===== src/design/pba_pkg.sv =====
// shared types and constants of the page bitmap allocator
// no dependencies; imported by every module of the block
package pba_pkg;

   localparam int NUM_PAGES   = 64;
   localparam int IDX_W       = (NUM_PAGES > 1) ? $clog2(NUM_PAGES) : 1;
   localparam int PCNT_W      = $clog2(NUM_PAGES + 1);
   localparam int PID_W       = 16;
   localparam int TIME_W      = 16;
   localparam int NEED_W      = 16;
   localparam int PSIZE_W     = 16;
   localparam int GRANT_W     = 7;
   localparam int FREEB_W     = 22;
   localparam int PROD_W      = (PCNT_W + PSIZE_W > FREEB_W) ? PCNT_W + PSIZE_W : FREEB_W;
   localparam int QUEUE_DEPTH = 2;
   localparam int QPTR_W      = (QUEUE_DEPTH > 1) ? $clog2(QUEUE_DEPTH) : 1;
   localparam int QCNT_W      = $clog2(QUEUE_DEPTH + 1);

   localparam logic [PSIZE_W-1:0] PAGE_SIZE_RESET = PSIZE_W'(4096);
   localparam logic [FREEB_W-1:0] FREE_BYTES_MAX  = {FREEB_W{1'b1}};

   localparam logic KIND_ALLOC   = 1'b0;
   localparam logic KIND_RELEASE = 1'b1;

   typedef enum logic [2:0] {
      ST_GRANTED  = 3'd0,
      ST_HELD     = 3'd1,
      ST_NO_MEM   = 3'd2,
      ST_RELEASED = 3'd3,
      ST_UNKNOWN  = 3'd4
   } status_type;

   // classified request as it travels from front to back
   typedef struct packed {
      logic              kind;
      logic [PID_W-1:0]  pid;
      logic [NEED_W-1:0] need;
   } item_type;

endpackage


===== src/design/pba_front.sv =====
// request intake: takes a request transfer and works out the page count
// depends on pba_pkg
module pba_front import pba_pkg::*; (
   input  logic              clock,
   input  logic              reset,
   input  logic              in_valid,
   output logic              in_ready,
   input  logic              in_kind,
   input  logic [PID_W-1:0]  in_pid,
   input  logic [TIME_W-1:0] in_time,
   output logic              out_valid,
   input  logic              out_ready,
   output item_type          out_item
);

   logic              vld_ff;
   item_type          item_ff;
   logic [TIME_W:0]   time_plus;
   logic [NEED_W-1:0] need_in;

   // pages needed: half the time, rounded up
   assign time_plus = {1'b0, in_time} + (TIME_W + 1)'(1);
   assign need_in   = NEED_W'(time_plus >> 1);

   assign in_ready  = !vld_ff || out_ready;
   assign out_valid = vld_ff;
   assign out_item  = item_ff;

   always_ff @(posedge clock) begin
      if (reset) begin
         vld_ff <= 1'b0;
      end else if (in_ready) begin
         vld_ff <= in_valid;
      end
   end

   always_ff @(posedge clock) begin
      if (in_valid && in_ready) begin
         item_ff.kind <= in_kind;
         item_ff.pid  <= in_pid;
         item_ff.need <= (in_kind == KIND_ALLOC) ? need_in : '0;
      end
   end

endmodule


===== src/design/pba_queue.sv =====
// short queue between request intake and the page engine
// depends on pba_pkg
module pba_queue import pba_pkg::*; (
   input  logic     clock,
   input  logic     reset,
   input  logic     push_valid,
   output logic     push_ready,
   input  item_type push_item,
   output logic     pop_valid,
   input  logic     pop_ready,
   output item_type pop_item
);

   item_type            slot_ff [QUEUE_DEPTH];
   logic [QPTR_W-1:0]   wr_ptr_ff;
   logic [QPTR_W-1:0]   rd_ptr_ff;
   logic [QCNT_W-1:0]   cnt_ff;
   logic                do_push;
   logic                do_pop;

   assign push_ready = (cnt_ff != QCNT_W'(QUEUE_DEPTH));
   assign pop_valid  = (cnt_ff != '0);
   assign pop_item   = slot_ff[rd_ptr_ff];
   assign do_push    = push_valid && push_ready;
   assign do_pop     = pop_valid && pop_ready;

   always_ff @(posedge clock) begin
      if (reset) begin
         wr_ptr_ff <= '0;
         rd_ptr_ff <= '0;
         cnt_ff    <= '0;
      end else begin
         if (do_push) begin
            wr_ptr_ff <= (wr_ptr_ff == QPTR_W'(QUEUE_DEPTH - 1)) ? '0 : wr_ptr_ff + QPTR_W'(1);
         end
         if (do_pop) begin
            rd_ptr_ff <= (rd_ptr_ff == QPTR_W'(QUEUE_DEPTH - 1)) ? '0 : rd_ptr_ff + QPTR_W'(1);
         end
         if (do_push && !do_pop) begin
            cnt_ff <= cnt_ff + QCNT_W'(1);
         end else if (do_pop && !do_push) begin
            cnt_ff <= cnt_ff - QCNT_W'(1);
         end
      end
   end

   always_ff @(posedge clock) begin
      if (do_push) begin
         slot_ff[wr_ptr_ff] <= push_item;
      end
   end

endmodule


===== src/design/pba_engine.sv =====
// page engine: owner scan, first-fit claim, release and free-byte report
// depends on pba_pkg; holds the used bits and the owner memory
module pba_engine import pba_pkg::*; (
   input  logic               clock,
   input  logic               reset,
   input  logic [PSIZE_W-1:0] page_size,
   input  logic               in_valid,
   output logic               in_ready,
   input  item_type           in_item,
   output logic               out_valid,
   input  logic               out_ready,
   output status_type         out_status,
   output logic [GRANT_W-1:0] out_granted,
   output logic [FREEB_W-1:0] out_free_bytes
);

   typedef enum logic [2:0] {
      S_IDLE,
      S_SCAN,
      S_CLAIM,
      S_MUL,
      S_SAT
   } state_type;

   localparam logic [IDX_W-1:0] LAST_IDX = IDX_W'(NUM_PAGES - 1);

   state_type          state_ff;
   item_type           item_ff;
   logic [NUM_PAGES-1:0] used_ff;
   logic [PCNT_W-1:0]  free_cnt_ff;
   logic [IDX_W-1:0]   idx_ff;
   logic               issue_done_ff;
   logic               cmp_vld_ff;
   logic [IDX_W-1:0]   cmp_idx_ff;
   logic               hit_ff;
   logic [PCNT_W-1:0]  granted_ff;
   status_type         status_ff;
   logic [PROD_W-1:0]  prod_ff;
   logic               rsp_vld_ff;
   status_type         rsp_status_ff;
   logic [GRANT_W-1:0] rsp_granted_ff;
   logic [FREEB_W-1:0] rsp_free_ff;

   logic [PID_W-1:0]   owner_mem [NUM_PAGES];
   logic [PID_W-1:0]   owner_rd_ff;

   logic match;
   logic hit_now;
   logic claim_wr;
   logic rsp_free;
   logic rsp_load;

   assign match    = cmp_vld_ff && used_ff[cmp_idx_ff] && (owner_rd_ff == item_ff.pid);
   assign hit_now  = hit_ff || match;
   assign claim_wr = (state_ff == S_CLAIM) && (NEED_W'(granted_ff) != item_ff.need)
                     && !used_ff[idx_ff];
   assign rsp_free = !rsp_vld_ff || out_ready;
   assign rsp_load = (state_ff == S_SAT) && rsp_free;
   assign in_ready = (state_ff == S_IDLE);

   assign out_valid      = rsp_vld_ff;
   assign out_status     = rsp_status_ff;
   assign out_granted    = rsp_granted_ff;
   assign out_free_bytes = rsp_free_ff;

   // owner memory: one read port for the scan, one write port for the claim
   always_ff @(posedge clock) begin
      if (claim_wr) begin
         owner_mem[idx_ff] <= item_ff.pid;
      end
      owner_rd_ff <= owner_mem[idx_ff];
   end

   always_ff @(posedge clock) begin
      if (reset) begin
         state_ff      <= S_IDLE;
         used_ff       <= '0;
         free_cnt_ff   <= PCNT_W'(NUM_PAGES);
         idx_ff        <= '0;
         issue_done_ff <= 1'b0;
         cmp_vld_ff    <= 1'b0;
         hit_ff        <= 1'b0;
         granted_ff    <= '0;
         status_ff     <= ST_GRANTED;
         rsp_vld_ff    <= 1'b0;
      end else begin
         if (rsp_load) begin
            rsp_vld_ff <= 1'b1;
         end else if (rsp_vld_ff && out_ready) begin
            rsp_vld_ff <= 1'b0;
         end
         cmp_vld_ff <= (state_ff == S_SCAN) && !issue_done_ff;
         unique case (state_ff)
            S_IDLE: begin
               if (in_valid) begin
                  item_ff       <= in_item;
                  idx_ff        <= '0;
                  issue_done_ff <= 1'b0;
                  hit_ff        <= 1'b0;
                  granted_ff    <= '0;
                  state_ff      <= S_SCAN;
               end
            end
            S_SCAN: begin
               // read issued at idx, compare in the following cycle on the registered owner
               if (!issue_done_ff) begin
                  cmp_idx_ff <= idx_ff;
                  if (idx_ff == LAST_IDX) begin
                     issue_done_ff <= 1'b1;
                  end else begin
                     idx_ff <= idx_ff + IDX_W'(1);
                  end
               end
               hit_ff <= hit_now;
               if (match && item_ff.kind == KIND_RELEASE) begin
                  used_ff[cmp_idx_ff] <= 1'b0;
                  free_cnt_ff         <= free_cnt_ff + PCNT_W'(1);
               end
               if (cmp_vld_ff && cmp_idx_ff == LAST_IDX) begin
                  idx_ff <= '0;
                  if (item_ff.kind == KIND_RELEASE) begin
                     status_ff <= hit_now ? ST_RELEASED : ST_UNKNOWN;
                     state_ff  <= S_MUL;
                  end else if (hit_now) begin
                     status_ff <= ST_HELD;
                     state_ff  <= S_MUL;
                  end else if (item_ff.need > NEED_W'(free_cnt_ff)) begin
                     status_ff <= ST_NO_MEM;
                     state_ff  <= S_MUL;
                  end else begin
                     status_ff <= ST_GRANTED;
                     state_ff  <= S_CLAIM;
                  end
               end
            end
            S_CLAIM: begin
               // lowest free pages first; enough are known to be free
               if (NEED_W'(granted_ff) == item_ff.need) begin
                  state_ff <= S_MUL;
               end else begin
                  if (claim_wr) begin
                     used_ff[idx_ff] <= 1'b1;
                     free_cnt_ff     <= free_cnt_ff - PCNT_W'(1);
                     granted_ff      <= granted_ff + PCNT_W'(1);
                  end
                  idx_ff <= (idx_ff == LAST_IDX) ? '0 : idx_ff + IDX_W'(1);
               end
            end
            S_MUL: begin
               prod_ff  <= PROD_W'(free_cnt_ff * page_size);
               state_ff <= S_SAT;
            end
            S_SAT: begin
               if (rsp_free) begin
                  rsp_status_ff  <= status_ff;
                  rsp_granted_ff <= (status_ff == ST_GRANTED) ? GRANT_W'(granted_ff) : '0;
                  rsp_free_ff    <= (prod_ff > PROD_W'(FREE_BYTES_MAX)) ?
                                    FREE_BYTES_MAX : FREEB_W'(prod_ff);
                  state_ff       <= S_IDLE;
               end
            end
            default: begin
               state_ff <= S_IDLE;
            end
         endcase
      end
   end

endmodule


===== src/design/page_bitmap_allocator.sv =====
// page bitmap allocator: first-fit page pool with per-page owner
// depends on pba_pkg, pba_front, pba_queue and pba_engine
//
// usage
//   request channel (req_): tuser = kind (0 allocate, 1 release),
//   tdata = process id and execution time; an allocate asks for half the
//   time rounded up in pages, all or nothing, lowest free pages first.
//   result channel (rsp_): tuser = status, tdata = pages granted and free
//   bytes (free pages times page size, saturating).
//   csr_wen/csr_wdata write the page size; only while the block is idle.
// operation
//   each request runs an owner scan over the NUM_PAGES entries in the engine,
//   paced by the single read port of the owner memory; a granted allocate
//   adds a claim walk from the lowest page up. Behind intake and queue, the
//   engine then does the free-byte multiply; it takes one request at a
//   time, and the next only once the result register is loaded.
// reset: all pages free, page size 4096, queue and result register empty.
// a stalled receiver holds the result register and the engine holds the next
// result; the queue and intake take up to three further requests before
// req_tready drops.
module page_bitmap_allocator import pba_pkg::*; (
   input  logic        clock,
   input  logic        reset,
   input  logic        req_tvalid,
   output logic        req_tready,
   input  logic [31:0] req_tdata,   // process_id[15:0], exec_time[31:16]
   input  logic        req_tuser,   // kind[0]
   output logic        rsp_tvalid,
   input  logic        rsp_tready,
   output logic [31:0] rsp_tdata,   // pages_granted[6:0], free_bytes[28:7], zero[31:29]
   output logic [2:0]  rsp_tuser,   // status[2:0]
   input  logic        csr_wen,
   input  logic [15:0] csr_wdata
);

   logic [PSIZE_W-1:0] page_size_ff;
   logic               fq_valid;
   logic               fq_ready;
   item_type           fq_item;
   logic               qe_valid;
   logic               qe_ready;
   item_type           qe_item;
   status_type         rsp_status;
   logic [GRANT_W-1:0] rsp_granted;
   logic [FREEB_W-1:0] rsp_free_bytes;

   always_ff @(posedge clock) begin
      if (reset) begin
         page_size_ff <= PAGE_SIZE_RESET;
      end else if (csr_wen) begin
         page_size_ff <= csr_wdata;
      end
   end

   pba_front u_front (
      .clock     (clock),
      .reset     (reset),
      .in_valid  (req_tvalid),
      .in_ready  (req_tready),
      .in_kind   (req_tuser),
      .in_pid    (req_tdata[15:0]),
      .in_time   (req_tdata[31:16]),
      .out_valid (fq_valid),
      .out_ready (fq_ready),
      .out_item  (fq_item)
   );

   pba_queue u_queue (
      .clock      (clock),
      .reset      (reset),
      .push_valid (fq_valid),
      .push_ready (fq_ready),
      .push_item  (fq_item),
      .pop_valid  (qe_valid),
      .pop_ready  (qe_ready),
      .pop_item   (qe_item)
   );

   pba_engine u_engine (
      .clock          (clock),
      .reset          (reset),
      .page_size      (page_size_ff),
      .in_valid       (qe_valid),
      .in_ready       (qe_ready),
      .in_item        (qe_item),
      .out_valid      (rsp_tvalid),
      .out_ready      (rsp_tready),
      .out_status     (rsp_status),
      .out_granted    (rsp_granted),
      .out_free_bytes (rsp_free_bytes)
   );

   assign rsp_tuser = rsp_status;
   assign rsp_tdata = {3'b000, rsp_free_bytes, rsp_granted};

endmodule


===== config.mk =====
export PLATFORM = sky130hd
export DESIGN_NAME = page_bitmap_allocator
export DESIGN_NICKNAME = d
export VERILOG_FILES = /design/src/design/pba_pkg.sv /design/src/design/pba_front.sv /design/src/design/pba_queue.sv /design/src/design/pba_engine.sv /design/src/design/page_bitmap_allocator.sv
export SDC_FILE = /design/constraint.sdc
export NUM_CORES = 2
export LEC_CHECK = 0
export BUFFER_PORTS_ARGS = -buffer_cell sky130_fd_sc_hd__buf_2
export CORE_MARGIN = 10
export CORE_UTILIZATION = 46
export CTS_CLUSTER_SIZE = 14
export DETAILED_ROUTE_END_ITERATION = 10
export SLEW_MARGIN = 20
export SYNTH_ARGS = -nofsm -noshare
export SYNTH_HDL_FRONTEND = slang
export SYNTH_HIERARCHICAL = 1
export SYNTH_SLANG_ARGS = --single-unit
export TNS_END_PERCENT = 1

===== constraint.sdc =====
create_clock -name clock -period 13.06 [get_ports clock]
set_clock_uncertainty 0.2 [all_clocks]
set_input_delay 1.959 -clock clock [delete_from_list [all_inputs] [get_ports clock]]
set_output_delay 1.959 -clock clock [all_outputs]
set_load 0.005 [all_outputs]

==> summary.md <==
The run finished with clean final reports. The global routing met3 resource utilization was 4.44%; the aggregate global-route resource usage was 22.2%. The met2 track demand over resource was 34.9%. The run gives 84 as the number of distinct standard cells referenced by the synthesized netlist. Counting the buffers created by CTS gives 142. The initial cell density of the core came out at 46.4%.

Synthesis produced a netlist whose cell count is 3512. The routed via count divided by cell count works out to 6.12. From synthesis to final layout, the design area changed by 11.7%. Walking the worst path, the cells encountered are and2_1 -> fa_1 -> fa_1 -> fa_1 -> inv_1 -> fa_1 -> inv_1 -> ha_1 -> a21o_1 -> a21o_1 -> a21o_1 -> a31oi_1 -> a31oi_1 -> a21oi_1 -> o21bai_1 -> xor2_1. The tools report the kind of start point of the critical path as a flop. The synthesized design contains 1349 register bits. Setup repair after global routing left no endpoint under its margin. The global-route met1 utilization came out at 31.1%. In the finished design, the share of the clock period the worst path needs comes to 41.6%. The total number of H-tree levels came out at 4. The number of DRC violations after detailed-routing iteration 0 was 4101. The die area was 133000 um2; the count of pins on the block boundary was 91.

Post-synthesis average cell area: 15.6 um2. The post-layout utilization of the core was 51.8%; the cell area power density was 164 nW/um2. The cell that appears most often on the critical path is sky130_fd_sc_hd__fa_1. Summing all non-filler instances in the final layout gives an area of 61200 um2.

The layer flagged by global routing as most heavily used is met2. For the pin with the worst max-slew slack, the measured transition is 1.12 ns. In this run the clock root is driven by a sky130_fd_sc_hd__clkbuf_16. In the final design database the tool counted 3786 nets.

The register area was 39200 um2; the number of global-route vias before repair was 31.2k. The largest net degree at the start of global routing is 96, and the number of setup buffers added after CTS is 0. The number of hold-slack violations in the final timing report is 0, and the number of nets with antenna violations after detailed routing is 0. The total placed instance area was 56500 um2; the instance count on the critical path was 16. The share of flip-flops with an asynchronous set or reset after synthesis was 0%; the required time of the worst setup path was 13.35 ns. On the critical path the largest part of the delay comes from adder cells. The worst hold-check path type is flop to flop. Derived from the worst setup path, the maximum achievable clock frequency is 184 MHz. The filler cells instantiated in the layout total 9636. After routing, the total negative slack on setup checks comes to 0 ns. The footprint of the multi-input gates is 13900 um2. Across all layers, the routed design uses 32.2k vias.

The maximum vdd drop was 0.120 mV; the layout cell share with drive strength beyond 1 was 12.9%. For this run, the slowest stage of the critical path takes 0.75 ns. After detailed routing, the number of remaining DRC violations is 0. For the post-cts repair resize count, the log shows 0. The total core area is 118000 um2. The initial antenna violation count was 10; the biggest fanout along the worst timing path was 19. The smallest clock period supported by the final layout is computed as 5.44 ns.

The clock latency at the later pin of the worst-skew pair came out at 0.76 ns. Number of flops mapped to enable cells by yosys: 1217. The leakage power total is 20.7 nW. The tool flagged a number of max-cap violations equal to 0.

The total overflow left after global routing is 0. The most used flip-flop cell after synthesis is sky130_fd_sc_hd__edfxtp_1. The number of sinks on the clock net is 1349, and the HPWL after detailed placement is 86600 um. In this run the tool buffered the top-level ports with 87 buffer cells.

The congestion estimate from routability-driven global placement came to 0.961. The completed layout was analyzed and its total power is 10.0 mW. The first detailed-routing pass ran for 6 iterations.

After detailed routing, the average wire length per cell comes to 28.6 um. The floorplan step set the die width to 365 um. The number of buffers and inverters on the critical path is 2. The depth of the worst hold-timing path is 0.

The hold buffer count at cts came out at 0. Critical path class: flop to flop. After synthesis, flip-flops and latches occupy 71.6% of the total area. The worst pin sits at a relative slew slack of 25.1%.

The slowest stage of the critical path belongs to the cell sky130_fd_sc_hd__dfxtp_1. Counting cells, the worst reg-to-reg path comes to 16. For the max-slew violation count, the log shows 0.

Counting along the longest clock path gives a buffer depth of 3. The height of the die works out to 365 um. Endpoint class of the critical path: a flop.

The wire length of the first global-routing pass is 218000 um. Summed over all layers, the routed wires come to 150000 um. Setup violations remaining at the end of the flow were counted as 0. After clock tree synthesis, the clock-pin slew on the worst setup and hold paths is 0.07 ns. TritonCTS built the clock tree. The run gives 5.73 ns as the critical path arrival.

The floorplan has 126 rows. The yosys synthesis warning count is 6, and the post-synthesis instance area is 54800 um2.
placed cells by master, fill, tap and decap left out, types with 70 or more instances in the layout:
master / synthesis / layout
sky130_fd_sc_hd__fa_1: 70 / 70
sky130_fd_sc_hd__nand2_1: 144 / 144
sky130_fd_sc_hd__dfxtp_1: 132 / 128
sky130_fd_sc_hd__a21oi_1: 135 / 135
sky130_fd_sc_hd__edfxtp_1: 1217 / 1217
sky130_fd_sc_hd__a31oi_1: 81 / 81
sky130_fd_sc_hd__and2_1: 111 / 110
sky130_fd_sc_hd__clkbuf_16: 0 / 144
sky130_fd_sc_hd__a22oi_1: 257 / 257
sky130_fd_sc_hd__buf_2: 74 / 86
sky130_fd_sc_hd__o21ai_0: 95 / 95
sky130_fd_sc_hd__nor2_1: 89 / 84
sky130_fd_sc_hd__inv_1: 159 / 159
sky130_fd_sc_hd__a22o_1: 92 / 92
sky130_fd_sc_hd__a221oi_1: 118 / 118
registers in the layout (all words and copies together) (netlist names), 6 cells and up, named ones only:
| name | flops |
|---|---|
| page_size_ff | 16 |
| u_queue/slot_ff | 66 |
| u_engine/owner_mem | 1024 |
| u_engine/owner_rd_ff | 16 |
| u_engine/free_cnt_ff | 7 |
| u_engine/used_ff | 64 |
| u_engine/prod_ff | 23 |
| u_engine/out_free_bytes | 22 |
| u_engine/out_granted | 7 |
| u_engine/item_ff | 33 |
| u_engine/granted_ff | 7 |
| u_engine/idx_ff | 6 |
| u_engine/cmp_idx_ff | 6 |
| u_front/out_item | 33 |
layer usage:
| layer | wire, um | part of all wire, % | vias up |
|---|---|---|---|
| met3 | 12700 | 8.4 | 272 |
| li1 | - | - | 14000 |
| met4 | 4560 | 3.0 | 6 |
| met2 | 69800 | 46 | 1484 |
| met1 | 63200 | 42 | 16400 |
| met5 | 44 | 0.029 | - |
path summary, 6_finish.rpt:
check	startpoint	to	slack (ns)
setup / recovery	u_engine/free_cnt_ff[2]$_SDFFE_PP0P_	u_engine/prod_ff[20]$_DFFE_PP_	7.62
setup reg to reg	u_engine/free_cnt_ff[2]$_SDFFE_PP0P_	u_engine/prod_ff[20]$_DFFE_PP_	7.62
hold reg to reg	u_front/out_item[15]$_SDFFCE_PP0P_	u_queue/slot_ff[0][15]$_DFFE_PP_	0.24
hold / removal	u_front/out_item[15]$_SDFFCE_PP0P_	u_queue/slot_ff[0][15]$_DFFE_PP_	0.24
cells by family after synthesis:
kind of cell / share of synthesized area, %
adders and majority gates: 3.86
and+or+nand+nor: 5.77
AOI/OAI and AO/OA: 11.4
muxes: 3.19
xor gates and xnor gates: 0.880
other: 0.00685
buffers and inverters: 3.29
DFF: 71.6
stage by stage:
step / std cells / worst slack, ns / hold slack (ns)
2_1_floorplan: 3514 / 8.12 / 0.206
3_5_place_dp: 4997 / 7.66 / 0.234
3_3_place_gp: 4997 / 7.74 / 0.224
6_report: 5257 / 7.62 / 0.238
4_1_cts: 5256 / 7.63 / 0.242
5_1_grt: 5256 / 7.26 / 0.258
layout make-up:
type | instances | share of cell area, %
clock buffers | 184 | 6.21
inverters | 159 | 0.976
multi-input cells | 1801 | 22.7
well taps | 1536 | 3.14
clock inverters | 75 | 1.35
flip-flops and latches | 1349 | 64.1
diodes | 1 | 0.00409
repair buffers | 152 | 1.58
cells in the mapped netlist, types with 22 or more instances:
cell | instances | area share, %
sky130_fd_sc_hd__a21oi_1 | 135 | 1.2
sky130_fd_sc_hd__a221oi_1 | 118 | 1.9
sky130_fd_sc_hd__a22o_1 | 92 | 1.5
sky130_fd_sc_hd__a22oi_1 | 257 | 3.5
sky130_fd_sc_hd__a31oi_1 | 81 | 0.93
sky130_fd_sc_hd__and2_1 | 111 | 1.3
sky130_fd_sc_hd__buf_1 | 28 | 0.19
sky130_fd_sc_hd__buf_2 | 74 | 0.68
sky130_fd_sc_hd__clkbuf_1 | 64 | 0.44
sky130_fd_sc_hd__dfxtp_1 | 132 | 4.8
sky130_fd_sc_hd__edfxtp_1 | 1217 | 67
sky130_fd_sc_hd__fa_1 | 70 | 2.6
sky130_fd_sc_hd__ha_1 | 57 | 1.3
sky130_fd_sc_hd__inv_1 | 159 | 1.1
sky130_fd_sc_hd__mux2_2 | 55 | 1.1
sky130_fd_sc_hd__mux2i_1 | 63 | 1.2
sky130_fd_sc_hd__nand2_1 | 144 | 0.99
sky130_fd_sc_hd__nand3_1 | 44 | 0.40
sky130_fd_sc_hd__nand4_1 | 34 | 0.39
sky130_fd_sc_hd__nor2_1 | 89 | 0.61
sky130_fd_sc_hd__nor2b_1 | 22 | 0.25
sky130_fd_sc_hd__nor4_1 | 22 | 0.25
sky130_fd_sc_hd__o21ai_0 | 95 | 0.87
sky130_fd_sc_hd__or2_2 | 26 | 0.30
sky130_fd_sc_hd__xnor2_1 | 27 | 0.43
sky130_fd_sc_hd__xor2_1 | 28 | 0.45
power by group:
group          switching (mW)  internal [mW]  leakage, nW  total (mW)
combinational           0.752          0.329         6.36        1.08
clock                    1.67           2.34         2.25        4.01
sequential             0.0695           4.88         12.1        4.95
total                    2.49           7.55         20.7        10.0
Note: power is estimated with default switching activity, not from simulation.
